**config.mk**
```make
export PLATFORM = sky130hd
export DESIGN_NAME = touch_key_charge_time_sensor_unit
export DESIGN_NICKNAME = d
export VERILOG_FILES = /design/src/rtl/tkcts_pkg.sv /design/src/rtl/touch_key_charge_time_sensor_unit.sv /design/src/rtl/tkcts_key_store.sv
export SDC_FILE = /design/constraint.sdc
export NUM_CORES = 1
export LEC_CHECK = 0
export ABC_AREA = 0
export BUFFER_PORTS_ARGS = -buffer_cell sky130_fd_sc_hd__buf_2
export CORE_AREA = 2 2 147 149
export CTS_CLUSTER_DIAMETER = 100
export DETAILED_ROUTE_END_ITERATION = 10
export DIE_AREA = 0 0 149 151
export GPL_TIMING_DRIVEN = 0
export PLACE_DENSITY = 0.66
export SYNTH_ARGS = -nofsm -noshare
export SYNTH_HDL_FRONTEND = slang
export SYNTH_SLANG_ARGS = --single-unit
```
**constraint.sdc**
```tcl
create_clock -name clk -period 15.8 [get_ports clk]
set_clock_uncertainty 0.05 [all_clocks]
set_input_delay 1.58 -clock clk [delete_from_list [all_inputs] [get_ports clk]]
set_output_delay 1.58 -clock clk [all_outputs]
set_load 0.02 [all_outputs]
```
**src/rtl/tkcts_pkg.sv**
```systemverilog
package tkcts_pkg;

    localparam int THR_W     = 9;
    localparam int HOLD_W    = 16;
    localparam int LIMIT_W   = 3;
    localparam int HIST_W    = 8;
    localparam int TIME_W    = 16;
    localparam int CFG_IDX_W  = 8;
    localparam int CFG_DATA_W = 16;

    localparam logic [CFG_IDX_W-1:0] CFG_CHARGE_THR    = CFG_IDX_W'(0);
    localparam logic [CFG_IDX_W-1:0] CFG_DISCHARGE_THR = CFG_IDX_W'(1);
    localparam logic [CFG_IDX_W-1:0] CFG_HOLDOFF_MS    = CFG_IDX_W'(2);
    localparam logic [CFG_IDX_W-1:0] CFG_VOTE_LIMIT    = CFG_IDX_W'(3);

    localparam logic [THR_W-1:0]   CHARGE_THR_RST    = '0;
    localparam logic [THR_W-1:0]   DISCHARGE_THR_RST = '0;
    localparam logic [HOLD_W-1:0]  HOLDOFF_MS_RST    = HOLD_W'(43);
    localparam logic [LIMIT_W-1:0] VOTE_LIMIT_RST    = LIMIT_W'(3);

    typedef enum logic [1:0] {
        VERDICT_RELEASED  = 2'd0,
        VERDICT_TOUCHED   = 2'd1,
        VERDICT_UNDECIDED = 2'd2
    } verdict_t;

    typedef struct packed {
        logic sense_level;
        logic ms_tick;
    } in_t;

    typedef struct packed {
        logic             drive_level;
        logic [1:0]       key_index;
        logic             key_done;
        logic [1:0]       verdict;
        logic [HIST_W-1:0] key_history;
    } out_t;

    // history update request to the key store
    typedef struct packed {
        logic     en;
        verdict_t verdict;
    } key_update_t;

endpackage

```
**src/rtl/touch_key_charge_time_sensor_unit.sv**
```systemverilog
// An accepted sample's result is written to the output register in the cycle after it is accepted.
// Throughput: one sample per cycle while not stalled; all counter and verdict logic sits between
// the sample port and the output register.
// Input stalls only while the output register holds a result that is stalled.
// Reset (rst_n, async low) clears counters, histories, touch stamps and the
// ms timer, and loads the registers with 0, 0, 43, 3.
module touch_key_charge_time_sensor_unit
    import tkcts_pkg::*;
#(
    parameter int NUM_KEYS    = 4,
    parameter int ROUNDS      = 5,
    parameter int DELAY_LIMIT = 512
)
(
    input  logic                  clk,
    input  logic                  rst_n,
    input  logic                  cfg_valid,
    output logic                  cfg_ready,
    input  logic [CFG_IDX_W-1:0]  cfg_index,
    input  logic [CFG_DATA_W-1:0] cfg_data,
    input  logic                  in_valid,
    output logic                  in_stall,
    input  in_t                   in_data,
    output logic                  out_valid,
    input  logic                  out_stall,
    output out_t                  out_data
);

    localparam int KEY_W = (NUM_KEYS > 1) ? $clog2(NUM_KEYS) : 1;
    localparam int DW    = $clog2(DELAY_LIMIT + 1);
    localparam int CW    = (DW > THR_W) ? DW : THR_W;
    localparam int RW    = $clog2(ROUNDS + 1);

    localparam logic [DW-1:0]    LIMIT    = DW'(DELAY_LIMIT);
    localparam logic [KEY_W-1:0] LAST_KEY = KEY_W'(NUM_KEYS - 1);

    logic [THR_W-1:0]   charge_thr_reg;
    logic [THR_W-1:0]   discharge_thr_reg;
    logic [HOLD_W-1:0]  holdoff_reg;
    logic [LIMIT_W-1:0] vote_limit_reg;

    logic              discharging_reg, discharging_next;
    logic [DW-1:0]     delay_count_reg, delay_count_next;
    logic [DW-1:0]     charge_delay_reg, charge_delay_next;
    logic [RW-1:0]     round_count_reg, round_count_next;
    logic [RW-1:0]     vote_count_reg, vote_count_next;
    logic [KEY_W-1:0]  key_reg, key_next;
    logic [TIME_W-1:0] ms_time_reg, ms_time_next;

    logic              out_valid_reg;
    out_t              out_data_reg;

    logic              accept;
    logic [DW-1:0]     count_inc;
    logic [DW-1:0]     dis_delay;
    logic              ended;
    logic              vote;
    logic [RW-1:0]     votes;
    logic [RW-1:0]     rounds;
    logic              done;
    verdict_t          verdict;
    key_update_t       update;
    logic [HIST_W-1:0] history;

    assign cfg_ready = 1'b1;
    assign accept    = in_valid && !in_stall;
    assign in_stall  = out_valid_reg && out_stall;
    assign count_inc = delay_count_reg + DW'(1);

    always_comb
    begin
        discharging_next  = discharging_reg;
        delay_count_next  = delay_count_reg;
        charge_delay_next = charge_delay_reg;
        round_count_next  = round_count_reg;
        vote_count_next   = vote_count_reg;
        key_next          = key_reg;
        ms_time_next      = ms_time_reg;
        dis_delay         = '0;
        ended             = 1'b0;
        vote              = 1'b0;
        votes             = vote_count_reg;
        rounds            = round_count_reg;
        done              = 1'b0;
        verdict           = VERDICT_RELEASED;

        if (accept)
        begin
            if (in_data.ms_tick)
            begin
                ms_time_next = ms_time_reg + TIME_W'(1);
            end

            if (!discharging_reg)
            begin
                if (in_data.sense_level)
                begin
                    charge_delay_next = delay_count_reg;
                    delay_count_next  = '0;
                    discharging_next  = 1'b1;
                end
                else if (count_inc >= LIMIT)
                begin
                    charge_delay_next = LIMIT;
                    delay_count_next  = '0;
                    discharging_next  = 1'b1;
                end
                else
                begin
                    delay_count_next = count_inc;
                end
            end
            else
            begin
                if (!in_data.sense_level)
                begin
                    dis_delay = delay_count_reg;
                    ended     = 1'b1;
                end
                else if (count_inc >= LIMIT)
                begin
                    dis_delay = LIMIT;
                    ended     = 1'b1;
                end
                else
                begin
                    delay_count_next = count_inc;
                end
            end

            if (ended)
            begin
                delay_count_next = '0;
                discharging_next = 1'b0;
                // timed-out phases never vote
                vote = (CW'(charge_delay_reg) > CW'(charge_thr_reg))
                    && (CW'(dis_delay) > CW'(discharge_thr_reg))
                    && (charge_delay_reg < LIMIT) && (dis_delay < LIMIT);
                votes  = vote_count_reg + RW'(vote);
                rounds = round_count_reg + RW'(1);
                if (rounds >= RW'(ROUNDS))
                begin
                    done = 1'b1;
                    if (LIMIT_W'(votes) >= vote_limit_reg)
                    begin
                        verdict = VERDICT_TOUCHED;
                    end
                    else if (votes == '0)
                    begin
                        verdict = VERDICT_RELEASED;
                    end
                    else
                    begin
                        verdict = VERDICT_UNDECIDED;
                    end
                    round_count_next = '0;
                    vote_count_next  = '0;
                    key_next = (key_reg == LAST_KEY) ? '0 : key_reg + KEY_W'(1);
                end
                else
                begin
                    round_count_next = rounds;
                    vote_count_next  = votes;
                end
            end
        end
    end

    assign update.en      = done;
    assign update.verdict = verdict;

    tkcts_key_store #(
        .NUM_KEYS (NUM_KEYS),
        .KEY_W    (KEY_W)
    ) u_key_store (
        .clk        (clk),
        .rst_n      (rst_n),
        .update     (update),
        .key        (key_reg),
        .ms_time    (ms_time_next),
        .holdoff_ms (holdoff_reg),
        .history    (history)
    );

    always_ff @(posedge clk or negedge rst_n)
    begin
        if (!rst_n)
        begin
            charge_thr_reg    <= CHARGE_THR_RST;
            discharge_thr_reg <= DISCHARGE_THR_RST;
            holdoff_reg       <= HOLDOFF_MS_RST;
            vote_limit_reg    <= VOTE_LIMIT_RST;
        end
        else if (cfg_valid && cfg_ready)
        begin
            case (cfg_index)
                CFG_CHARGE_THR:    charge_thr_reg    <= cfg_data[THR_W-1:0];
                CFG_DISCHARGE_THR: discharge_thr_reg <= cfg_data[THR_W-1:0];
                CFG_HOLDOFF_MS:    holdoff_reg       <= cfg_data[HOLD_W-1:0];
                CFG_VOTE_LIMIT:    vote_limit_reg    <= cfg_data[LIMIT_W-1:0];
                default:           ;
            endcase
        end
    end

    always_ff @(posedge clk or negedge rst_n)
    begin
        if (!rst_n)
        begin
            discharging_reg  <= 1'b0;
            delay_count_reg  <= '0;
            charge_delay_reg <= '0;
            round_count_reg  <= '0;
            vote_count_reg   <= '0;
            key_reg          <= '0;
            ms_time_reg      <= '0;
            out_valid_reg    <= 1'b0;
        end
        else
        begin
            discharging_reg  <= discharging_next;
            delay_count_reg  <= delay_count_next;
            charge_delay_reg <= charge_delay_next;
            round_count_reg  <= round_count_next;
            vote_count_reg   <= vote_count_next;
            key_reg          <= key_next;
            ms_time_reg      <= ms_time_next;
            if (accept)
            begin
                out_valid_reg <= 1'b1;
            end
            else if (!out_stall)
            begin
                out_valid_reg <= 1'b0;
            end
        end
    end

    always_ff @(posedge clk)
    begin
        if (accept)
        begin
            out_data_reg.drive_level <= !discharging_next;
            out_data_reg.key_index   <= 2'(key_reg);
            out_data_reg.key_done    <= done;
            out_data_reg.verdict     <= verdict;
            out_data_reg.key_history <= history;
        end
    end

    assign out_valid = out_valid_reg;
    assign out_data  = out_data_reg;

endmodule

```
**src/rtl/tkcts_key_store.sv**
```systemverilog
module tkcts_key_store
    import tkcts_pkg::*;
#(
    parameter int NUM_KEYS = 4,
    parameter int KEY_W    = 2
)
(
    input  logic              clk,
    input  logic              rst_n,
    input  key_update_t       update,
    input  logic [KEY_W-1:0]  key,
    input  logic [TIME_W-1:0] ms_time,
    input  logic [HOLD_W-1:0] holdoff_ms,
    output logic [HIST_W-1:0] history
);

    logic [HIST_W-1:0] history_reg [NUM_KEYS];
    logic [TIME_W-1:0] touch_time_reg [NUM_KEYS];
    logic [HIST_W-1:0] history_next;
    logic [TIME_W-1:0] elapsed;
    logic              stamp;

    always_comb
    begin
        elapsed      = ms_time - touch_time_reg[key];
        history_next = history_reg[key];
        stamp        = 1'b0;
        if (update.en)
        begin
            case (update.verdict)
                VERDICT_TOUCHED:
                begin
                    history_next = {history_reg[key][HIST_W-2:0], 1'b1};
                    stamp        = 1'b1;
                end
                VERDICT_RELEASED:
                begin
                    // a release only counts once the hold-off has run out
                    if (elapsed > holdoff_ms)
                    begin
                        history_next = {history_reg[key][HIST_W-2:0], 1'b0};
                    end
                end
                default:
                begin
                    history_next = history_reg[key];
                end
            endcase
        end
    end

    assign history = history_next;

    always_ff @(posedge clk or negedge rst_n)
    begin
        if (!rst_n)
        begin
            for (int i = 0; i < NUM_KEYS; i++)
            begin
                history_reg[i]    <= '0;
                touch_time_reg[i] <= '0;
            end
        end
        else if (update.en)
        begin
            history_reg[key] <= history_next;
            if (stamp)
            begin
                touch_time_reg[key] <= ms_time;
            end
        end
    end

endmodule

```
==> impl_metrics.env, run 1 <==
export IMPL_rrSetupSlack_ns=7.63
export IMPL_maxCapViolations=0
export IMPL_postCtsHoldBufs=0
export IMPL_ctsRootBufferMaster="clkbuf_16"
export IMPL_post_drt_wl_per_cell_um=17.72
export IMPL_finish_utilization_pct=55.46
export IMPL_port_buffers=45
export IMPL_viasPerCell=5.605
export IMPL_p_leak_nw=5.598
export IMPL_track_usage_pct=22.50
export IMPL_die_width_um=149
export IMPL_cts_tree="built"
export IMPL_area_growth_pct=12.17
export IMPL_layout_drive_gt1_share_pct=16.59
export IMPL_fin_crit_ns=8.169
export IMPL_clkTransAtPathRegs_ns=0.08
export IMPL_antenna_cells=0
export IMPL_nets=1141
export IMPL_criticalPathCategory="flop to flop"
export IMPL_firstDrtPassIters=5
export IMPL_largest_reg_flops=64
export IMPL_finalWirelength_um=23680
export IMPL_ys_warn_count=0
export IMPL_h_tree_depth=4
export IMPL_grt_overflow=0
export IMPL_hp_class="flop to flop"
export IMPL_antenna_left=0
export IMPL_cts_setup_buffers=0
export IMPL_dp_hpwl_um=16480
export IMPL_finalHoldViolations=0
export IMPL_start_util_pct=49.44
export IMPL_crit_path_max_fanout=10
export IMPL_worst_pin_slew_ns=1.265
export IMPL_antenna_found_initial=0
export IMPL_drv_slew=0
export IMPL_grt_pass1_wl_um=39540
export IMPL_mostFrequentLayoutCell="dfrtp_1"
export IMPL_required_ns=15.95
export IMPL_cts_max_path_buffers=2
export IMPL_cts_num_sinks=193
export IMPL_grt_max_degree=116
export IMPL_outcome="finished clean"
export IMPL_first_global_vias=7619
export IMPL_die_height_um=151
export IMPL_dp_worst_setup_slack_ns=7.593
export IMPL_slew_headroom_pct=15.69
export IMPL_worst_slack_ns=7.631
export IMPL_gp_congestion=0.8556
export IMPL_cts_made_buffers=17
export IMPL_max_freq_mhz=122.4
export IMPL_netlist_area_sq_mm=0.01029
export IMPL_post_route_drc_count=0
export IMPL_setup_viol_count_final=0
export IMPL_crit_path_start_kind="flop"
export IMPL_yosysUniqueCellTypes=56
export IMPL_dieArea_sq_mm=0.02250
export IMPL_drtIter0Drc=462
export IMPL_setup_tns_ns=0
export IMPL_powerDensity_mw_per_mm2=184.0
export IMPL_vdd_drop_max_mv=0.08850
export IMPL_ctsResizeCount=0
export IMPL_mostFrequentLayoutCells="dfrtp_1, inv_1, nor2_1"
export IMPL_core_area_sq_mm=0.02082
export IMPL_post_synth_cell_area_avg_sq_um=10.48
export IMPL_clk_latency_ns=0.44
export IMPL_syn_nets=1075
export IMPL_grt_setup_unrepaired="no"
export IMPL_synth_cells=982
export IMPL_total_power_w=0.002125
export IMPL_async_flop_share_pct=92.75
export IMPL_vias=7488
export IMPL_ys_ff_latch=193
export IMPL_io_pins=48
export IMPL_num_rows=53
export IMPL_crit_arrival_ns=8.32
export IMPL_seq_area_frac_synth_pct=47.67
export IMPL_crit_path_end_kind="flop"
export IMPL_period_share_pct=51.70
export IMPL_synth_flop_cell="dfrtp_1"
export IMPL_synth_edf_count=14
==> worst max-delay path, cell delays in order, from the launching register on <==
cell             delay (ns)
dfrtp_1                0.46
buf_2                  0.35
buf_1                  0.80
buf_1                  0.69
mux4_2                 0.63
ha_1                   0.23
fa_1                   0.42
nor2b_1                0.18
o31a_1                 0.20
o221a_2                0.22
o31ai_1                0.09
a21oi_1                0.23
nor4_1                 0.07
a311o_1                0.35
ha_1                   0.32
nand4_1                0.12
or4_1                  0.48
a21oi_1                0.22
a2111oi_1              0.09
clkdlybuf4s18_2        0.27
or2_2                  0.28
clkbuf_1               0.26
a211oi_4               0.50
mux2_2                 0.39
==> cells in the mapped netlist (5+ instances only) <==
| cell type | count | area [sq um] |
|---|---|---|
| ha_1 | 61 | 763.2 |
| mux2_2 | 47 | 529.3 |
| buf_2 | 9 | 45.04 |
| a31oi_1 | 33 | 206.5 |
| and2_1 | 9 | 56.30 |
| xnor2_1 | 18 | 157.7 |
| mux4_2 | 24 | 540.5 |
| o21ai_0 | 37 | 185.2 |
| nand3_1 | 16 | 80.08 |
| or3_1 | 10 | 62.56 |
| dfrtp_1 | 173 | 4329 |
| clkbuf_1 | 28 | 105.1 |
| o21a_1 | 12 | 90.09 |
| dfstp_2 | 6 | 157.7 |
| xor2_1 | 19 | 166.4 |
| nor2_1 | 86 | 322.8 |
| a21o_1 | 5 | 37.54 |
| mux2i_1 | 29 | 290.3 |
| nand2_1 | 73 | 274.0 |
| a21oi_1 | 85 | 425.4 |
| nand4_1 | 12 | 75.07 |
| nor3_1 | 12 | 60.06 |
| inv_1 | 89 | 334.1 |
| nor2b_1 | 6 | 37.54 |
| edfxtp_1 | 14 | 420.4 |
| and3_1 | 18 | 112.6 |
==> kinds of logic (layout without fill, tap and decap cells) <==
| family | count (synthesis) | after routing | synth area share, % |
|---|---|---|---|
| compound gates | 198 | 198 | 11.58 |
| xor+xnor | 37 | 37 | 3.148 |
| fa+ha+maj | 62 | 62 | 7.608 |
| buf+inv | 132 | 211 | 4.995 |
| flops | 193 | 193 | 47.67 |
| mux | 100 | 100 | 13.21 |
| other cells | 1 | 1 | 0.03643 |
| simple gates | 259 | 259 | 11.75 |
==> per-stage QoR <==
| step | hold slack, ns | std cells | cell area, sq um |
|---|---|---|---|
| final | 0.4298 | 1336 | 11550 |
| after global routing | 0.4602 | 1336 | 11550 |
| after CTS | 0.4369 | 1336 | 11550 |
| after detailed placement | 0.4201 | 1304 | 10910 |
| after global placement | 0.4175 | 1302 | 10860 |
| after floorplan | 0.3997 | 982 | 10290 |
==> power by group <==
group	internal [W]	switching, W	total [W]	leakage, nW
clock network	0.000260	0.000204	0.000463	0.306
logic	0.000442	0.000518	0.000959	2.78
registers	0.000628	0.0000743	0.000703	2.51
total	0.00133	0.000796	0.00213	5.60
==> per-layer routing <==
layer  share of wire [%]  up-vias  wire (um)  global-route usage [%]
met5                   0        -          0                       0
met4                 1.5        0        359                   5.810
met3                 4.2       32        985                   4.458
met2                  49      170      11510                   37.76
met1                  46     3700      10820                   30.14
li1                    -     3586          -                       -
==> worst paths after layout <==
check,from,end,cells past startpoint
worst min register to register,charge_delay_reg[0],charge_delay_reg[0],2
max in group asynchronous,rst_n,u_key_store.history_reg[22],2
worst max register to register,key_reg[0],out_data[5],23
min in group asynchronous,rst_n,holdoff_reg[9],1
worst min-delay path,charge_delay_reg[0],charge_delay_reg[0],2
worst max-delay path,key_reg[0],out_data[5],23
==> area by class of cell <==
| cell class | count | area (sq um) |
|---|---|---|
| fill | 1861 | 9275 |
| sequential | 193 | 4907 |
| multi-input combinational | 657 | 4875 |
| clock buffer | 18 | 439.2 |
| tap | 275 | 344.1 |
| inverter | 89 | 334.1 |
| timing repair buffer | 47 | 272.8 |
| clock inverter | 14 | 195.2 |
| buffer | 43 | 180.2 |
(Power assumes the default switching activity.)
==> inputs of run 2 (changes only) <==
PLACE_DENSITY = 0.69   (was 0.66)
clock period = 7.2 ns   (was 15.8 ns; I/O delays follow)
==> run 2 against run 1 <==
Compared with the run above:
- sequential cell count unchanged
- routed wire length decreased by 1.0%
- worst setup slack got worse by 7.3 ns
- first-iteration DRC count decreased by 8.2%
- largest cell class unchanged
- largest power group unchanged
- critical path depth decreased by 2
- clock power increased by 110%
==> impl_metrics.env, run 2 (same netlist as run 1, synthesis figures left out) <==
export IMPL_outcome="finished clean"
export IMPL_slowest_stage="a211oi_4"
export IMPL_crit_family="compound AO/OA/AOI/OAI gates"
export IMPL_track_usage_pct=22.14
export IMPL_total_power_w=0.004606
export IMPL_layout_drive_gt1_share_pct=16.93
export IMPL_powerDensity_mw_per_mm2=399.8
export IMPL_crit_path_max_fanout=19
export IMPL_vias=7457
export IMPL_required_ns=7.35
export IMPL_mostFrequentLayoutCell="dfrtp_1"
export IMPL_io_pins=48
export IMPL_rrSetupSlack_ns=0.33
export IMPL_setup_viol_count_final=0
export IMPL_cts_tree="built"
export IMPL_port_buffers=45
export IMPL_gp_congestion=0.8227
export IMPL_post_route_drc_count=0
export IMPL_nets=1137
export IMPL_largest_reg_flops=64
export IMPL_area_growth_pct=11.92
export IMPL_r2r_start="key_reg[1]"
export IMPL_ff_latch_area_sq_mm=0.004907
export IMPL_die_height_um=151
export IMPL_path_buf_inv=3
export IMPL_p_sw_share_pct=38.97
export IMPL_cpPeakStageDelay_ns=0.56
export IMPL_fin_crit_ns=6.869
export IMPL_dieArea_sq_mm=0.02250
export IMPL_first_global_vias=7562
export IMPL_mostFrequentLayoutCells="dfrtp_1, inv_1, nor2_1"
export IMPL_crit_arrival_ns=7.02
export IMPL_maxCapViolations=0
export IMPL_worstSetupStartpoint="key_reg[1]"
export IMPL_pwr_share_comb_pct=45.8
export IMPL_num_rows=53
export IMPL_grt_max_degree=95
export IMPL_finalWirelength_um=23440
export IMPL_antenna_cells=0
export IMPL_vdd_drop_max_mv=0.2051
export IMPL_max_freq_mhz=145.6
export IMPL_power_switching_w=0.001795
export IMPL_power_internal_w=0.002811
export IMPL_start_util_pct=49.44
export IMPL_ctsRootBufferMaster="clkbuf_16"
export IMPL_fill_cells=1806
export IMPL_crit_end="out_data[7]"
export IMPL_firstDrtPassIters=6
export IMPL_clk_latency_ns=0.45
export IMPL_clkTransAtPathRegs_ns=0.08
export IMPL_crit_chain="clkbuf_1 -> clkbuf_4 -> mux4_2 -> ha_1 -> fa_1 -> nor2b_1 -> o31a_1 -> o221a_2 -> o31ai_1 -> a21oi_1 -> nor4_1 -> a311o_1 -> ha_1 -> nand4_1 -> or4_1 -> a21oi_1 -> a2111oi_2 -> or2_2 -> clkbuf_1 -> a211oi_4 -> mux2_2"
export IMPL_cts_made_buffers=17
export IMPL_h_tree_depth=4
export IMPL_grt_setup_unrepaired="no"
export IMPL_setup_tns_ns=0
export IMPL_antenna_found_initial=0
export IMPL_crit_path_start_kind="flop"
export IMPL_instances_no_fill=1332
export IMPL_ff2ff_path_depth=21
export IMPL_dp_hpwl_um=16440
export IMPL_worst_pin_slew_ns=1.275
export IMPL_cts_max_path_buffers=2
export IMPL_p_leak_nw=5.610
export IMPL_dp_cells=1303
export IMPL_viasPerCell=5.598
export IMPL_finalHoldViolations=0
export IMPL_cts_setup_buffers=0
export IMPL_core_area_sq_mm=0.02082
export IMPL_path_depth=21
export IMPL_cts_num_sinks=193
export IMPL_slew_headroom_pct=14.97
export IMPL_drv_slew=0
export IMPL_seq_power_share_pct=33.4
export IMPL_crit_path_end_kind="flop"
export IMPL_period_share_pct=95.40
export IMPL_drtIter0Drc=424
export IMPL_r2r_end="out_data[7]"
export IMPL_p_clk_share_pct=20.8
export IMPL_antenna_left=0
export IMPL_grt_pass1_wl_um=38830
export IMPL_die_width_um=149
export IMPL_criticalPathCategory="flop to flop"
export IMPL_multi_input_area_sq_mm=0.004902
export IMPL_grt_overflow=0
export IMPL_post_drt_wl_per_cell_um=17.60
export IMPL_hp_class="primary input to async pin"
run 2: layout make-up:
class	instances	area share, %
tap	275	2.986
multi-input combinational	657	42.55
sequential	193	42.59
timing repair buffer	46	2.280
buffer	40	1.520
inverter	89	2.899
clock buffer	17	3.692
clock inverter	15	1.488
run 2: metrics by stage:
step                      utilization [%]  hold slack, ns  setup WS (ns)  instance area (sq um)
after floorplan                         -          0.3744         0.6988                  10290
after global placement              52.18          0.4226         -1.209                  10860
after detailed placement            52.36          0.4287        -0.8745                  10900
after CTS                           55.20          0.2527         0.1595                  11490
after global routing                55.34          0.2696        0.05071                  11520
final                               55.34          0.2168         0.3312                  11520
run 2: worst reg2reg max path, stage by stage, from the launching register on:
cell	delay [ns]
dfrtp_1	0.44
clkbuf_1	0.41
clkbuf_4	0.46
mux4_2	0.39
ha_1	0.22
fa_1	0.41
nor2b_1	0.16
o31a_1	0.20
o221a_2	0.21
o31ai_1	0.10
a21oi_1	0.25
nor4_1	0.07
a311o_1	0.34
ha_1	0.34
nand4_1	0.13
or4_1	0.48
a21oi_1	0.25
a2111oi_2	0.14
or2_2	0.30
clkbuf_1	0.27
a211oi_4	0.56
mux2_2	0.42
run 2: worst min-delay path by stage:
stage	endpoint	depth (start not counted)	slack, ns	startpoint
2_1_floorplan	charge_delay_reg[0]	0	0.37	rst_n
3_3_place_gp	vote_count_reg[1]	2	0.42	vote_count_reg[1]
3_5_place_dp	charge_delay_reg[4]	2	0.43	charge_delay_reg[4]
4_1_cts	holdoff_reg[6]	1	0.25	rst_n
5_1_grt	discharge_thr_reg[8]	1	0.27	rst_n
6_report	discharge_thr_reg[8]	1	0.22	rst_n
run 2: power groups by stage:
stage / Combinational, W / Sequential [W] / Clock, W
after floorplan: 0.00161 / 0.00153 / 0
after global placement: 0.00203 / 0.00154 / 0
after detailed placement: 0.00209 / 0.00156 / 0
after CTS: 0.00212 / 0.00154 / 0.000978
after global routing: 0.00237 / 0.00157 / 0.00103
final: 0.00211 / 0.00154 / 0.000958
run 2: repair_timing:
item	4_1_cts	5_1_grt
gates resized for setup	2	7
cloned	0	0
hold buffers	0	0
setup endpoints to repair	39	7
run 2: layer usage:
metal | vias up | track usage (%) | share of wire, % | wire length (um)
met5 | - | 0 | 0 | 0
met4 | 0 | 6.905 | 1.7 | 397
met3 | 33 | 4.036 | 4.6 | 1070
met2 | 183 | 36.22 | 48 | 11240
met1 | 3659 | 30.21 | 46 | 10720
li1 | 3582 | - | - | -
==> inputs of run 3 (changes only) <==
PLACE_DENSITY = 0.66   (was 0.69)
clock period = 7.3 ns   (was 7.2 ns; I/O delays follow)
==> run 3 against run 2 <==
Compared with the run above:
- clock power increased by 4%
- utilization increased by 0.26 points
- final cell count grew 0.15%
- count of clock-buffer cells in the layout grew 1
- worst setup slack improved by 0.13 ns
- sequential power is essentially flat
- critical path depth increased by 2
- hold slack got worse by 0.036 ns
- via count down 0.20%
- die area stayed put
- combinational power down 2%
- sequential share of layout area shrank 0.20 points
==> impl_metrics.env, run 3 (same netlist as run 1, synthesis figures left out) <==
export IMPL_outcome="finished clean"
export IMPL_slew_headroom_pct=15.28
export IMPL_first_global_vias=7613
export IMPL_setup_viol_count_final=0
export IMPL_vias=7442
export IMPL_post_drt_wl_per_cell_um=17.64
export IMPL_antenna_cells=0
export IMPL_dp_worst_setup_slack_ns=-0.9073
export IMPL_finish_utilization_pct=55.59
export IMPL_gp_congestion=0.8556
export IMPL_post_route_drc_count=0
export IMPL_crit_path_max_fanout=19
export IMPL_worst_slack_ns=0.4600
export IMPL_drtIter0Drc=460
export IMPL_largest_reg_flops=64
export IMPL_crit_arrival_ns=6.98
export IMPL_mostFrequentLayoutCell="dfrtp_1"
export IMPL_drv_slew=0
export IMPL_die_width_um=149
export IMPL_core_area_sq_mm=0.02082
export IMPL_grt_max_degree=116
export IMPL_track_usage_pct=22.32
export IMPL_mostFrequentLayoutCells="dfrtp_1, inv_1, nor2_1"
export IMPL_crit_path_start_kind="flop"
export IMPL_fin_area_sq_mm=0.01158
export IMPL_start_util_pct=49.44
export IMPL_powerDensity_mw_per_mm2=397.1
export IMPL_h_tree_depth=4
export IMPL_num_rows=53
export IMPL_cts_max_path_buffers=2
export IMPL_area_growth_pct=12.45
export IMPL_firstDrtPassIters=5
export IMPL_cts_num_sinks=193
export IMPL_hp_class="primary input to async pin"
export IMPL_dieArea_sq_mm=0.02250
export IMPL_crit_path_end_kind="flop"
export IMPL_finalHoldViolations=0
export IMPL_period_share_pct=93.70
export IMPL_criticalPathCategory="flop to flop"
export IMPL_maxCapViolations=0
export IMPL_fin_crit_ns=6.840
export IMPL_rrSetupSlack_ns=0.46
export IMPL_cts_tree="built"
export IMPL_setup_tns_ns=0
export IMPL_nets=1139
export IMPL_io_pins=48
export IMPL_grt_overflow=0
export IMPL_worst_pin_slew_ns=1.271
export IMPL_clk_latency_ns=0.44
export IMPL_antenna_found_initial=0
export IMPL_place_area_sq_mm=0.01091
export IMPL_antenna_left=0
export IMPL_ctsRootBufferMaster="clkbuf_16"
export IMPL_finalWirelength_um=23530
export IMPL_clkTransAtPathRegs_ns=0.07
export IMPL_required_ns=7.44
export IMPL_grt_setup_unrepaired="no"
export IMPL_port_buffers=45
export IMPL_vdd_drop_max_mv=0.1900
export IMPL_viasPerCell=5.579
export IMPL_layout_drive_gt1_share_pct=17.00
export IMPL_max_freq_mhz=146.2
export IMPL_p_leak_nw=5.609
export IMPL_grt_pass1_wl_um=39270
export IMPL_dp_hpwl_um=16480
export IMPL_cts_made_buffers=17
export IMPL_holdWs_ns=0.1810
export IMPL_die_height_um=151
[run 3: changes by cell type in the layout (fill, tap and decap cells not counted), sizes merged]
cell           previous run  this run
buf                      57        60
clkinvlp                  0         2
clkdlybuf4s18             0         1
bufinv                    0         3
inv                     101        95
clkbuf                   46        45
[run 3: what timing repair did]
item | CTS | global route
hold buffers | 0 | 0
gates resized for setup | 1 | 8
setup buffers | 0 | 1
setup endpoints to repair | 40 | 7
pin swaps | 0 | 1
[run 3: final timing paths]
check                               startpoint                             end  cells after the start
max                                 key_reg[1]                     out_data[1]                     23
min                                      rst_n                  holdoff_reg[9]                      1
max reg2reg                         key_reg[1]                     out_data[1]                     23
min reg2reg                charge_delay_reg[0]             charge_delay_reg[0]                      2
max in group asynchronous                rst_n  u_key_store.touch_time_reg[61]                      2
min in group clk           charge_delay_reg[0]             charge_delay_reg[0]                      2
[run 3: per-stage QoR]
step                      instances  power (W)
after floorplan                 982   0.003090
after global placement         1302   0.003527
after detailed placement       1304   0.003611
after CTS                      1333   0.004621
after global routing           1334   0.004990
final                          1334   0.004597
[run 3: where the power goes]
group | switching, W | internal, W
Clock | 0.000441 | 0.000562
Combinational | 0.00112 | 0.000957
Sequential | 0.000161 | 0.00136
[run 3: worst max-delay path: stages, from the launching register on]
cell	delay, ns
dfrtp_1	0.45
clkbuf_1	0.41
buf_4	0.40
mux4_2	0.39
ha_1	0.23
fa_1	0.42
nor2b_1	0.18
o31a_1	0.20
o221a_2	0.22
o31ai_1	0.09
a21oi_1	0.23
nor4_1	0.07
a311o_1	0.35
ha_1	0.32
nand4_1	0.12
or4_1	0.48
a21oi_1	0.22
a2111oi_1	0.09
clkdlybuf4s18_2	0.28
or2_2	0.28
clkbuf_1	0.26
a211oi_4	0.34
buf_12	0.16
mux2_2	0.33
[run 3: area by class of cell]
cell class / count / area, sq um
Timing Repair Buffer: 48 / 292.8
Multi-Input combinational cell: 657 / 4885
Buffer: 40 / 178.9
Clock inverter: 14 / 195.2
Inverter: 89 / 334.1
Tap cell: 275 / 344.1
Fill cell: 1864 / 9246
Sequential cell: 193 / 4907
Clock buffer: 18 / 439.2
[run 3: routing by layer]
metal	up-vias	share of wire (%)	wire length (um)	track usage (%)
li1	3580	-	-	-
met1	3699	47	11020	29.86
met2	134	48	11370	37.26
met3	29	3.2	743	4.307
met4	0	1.7	407	6.429
met5	-	0	0	0
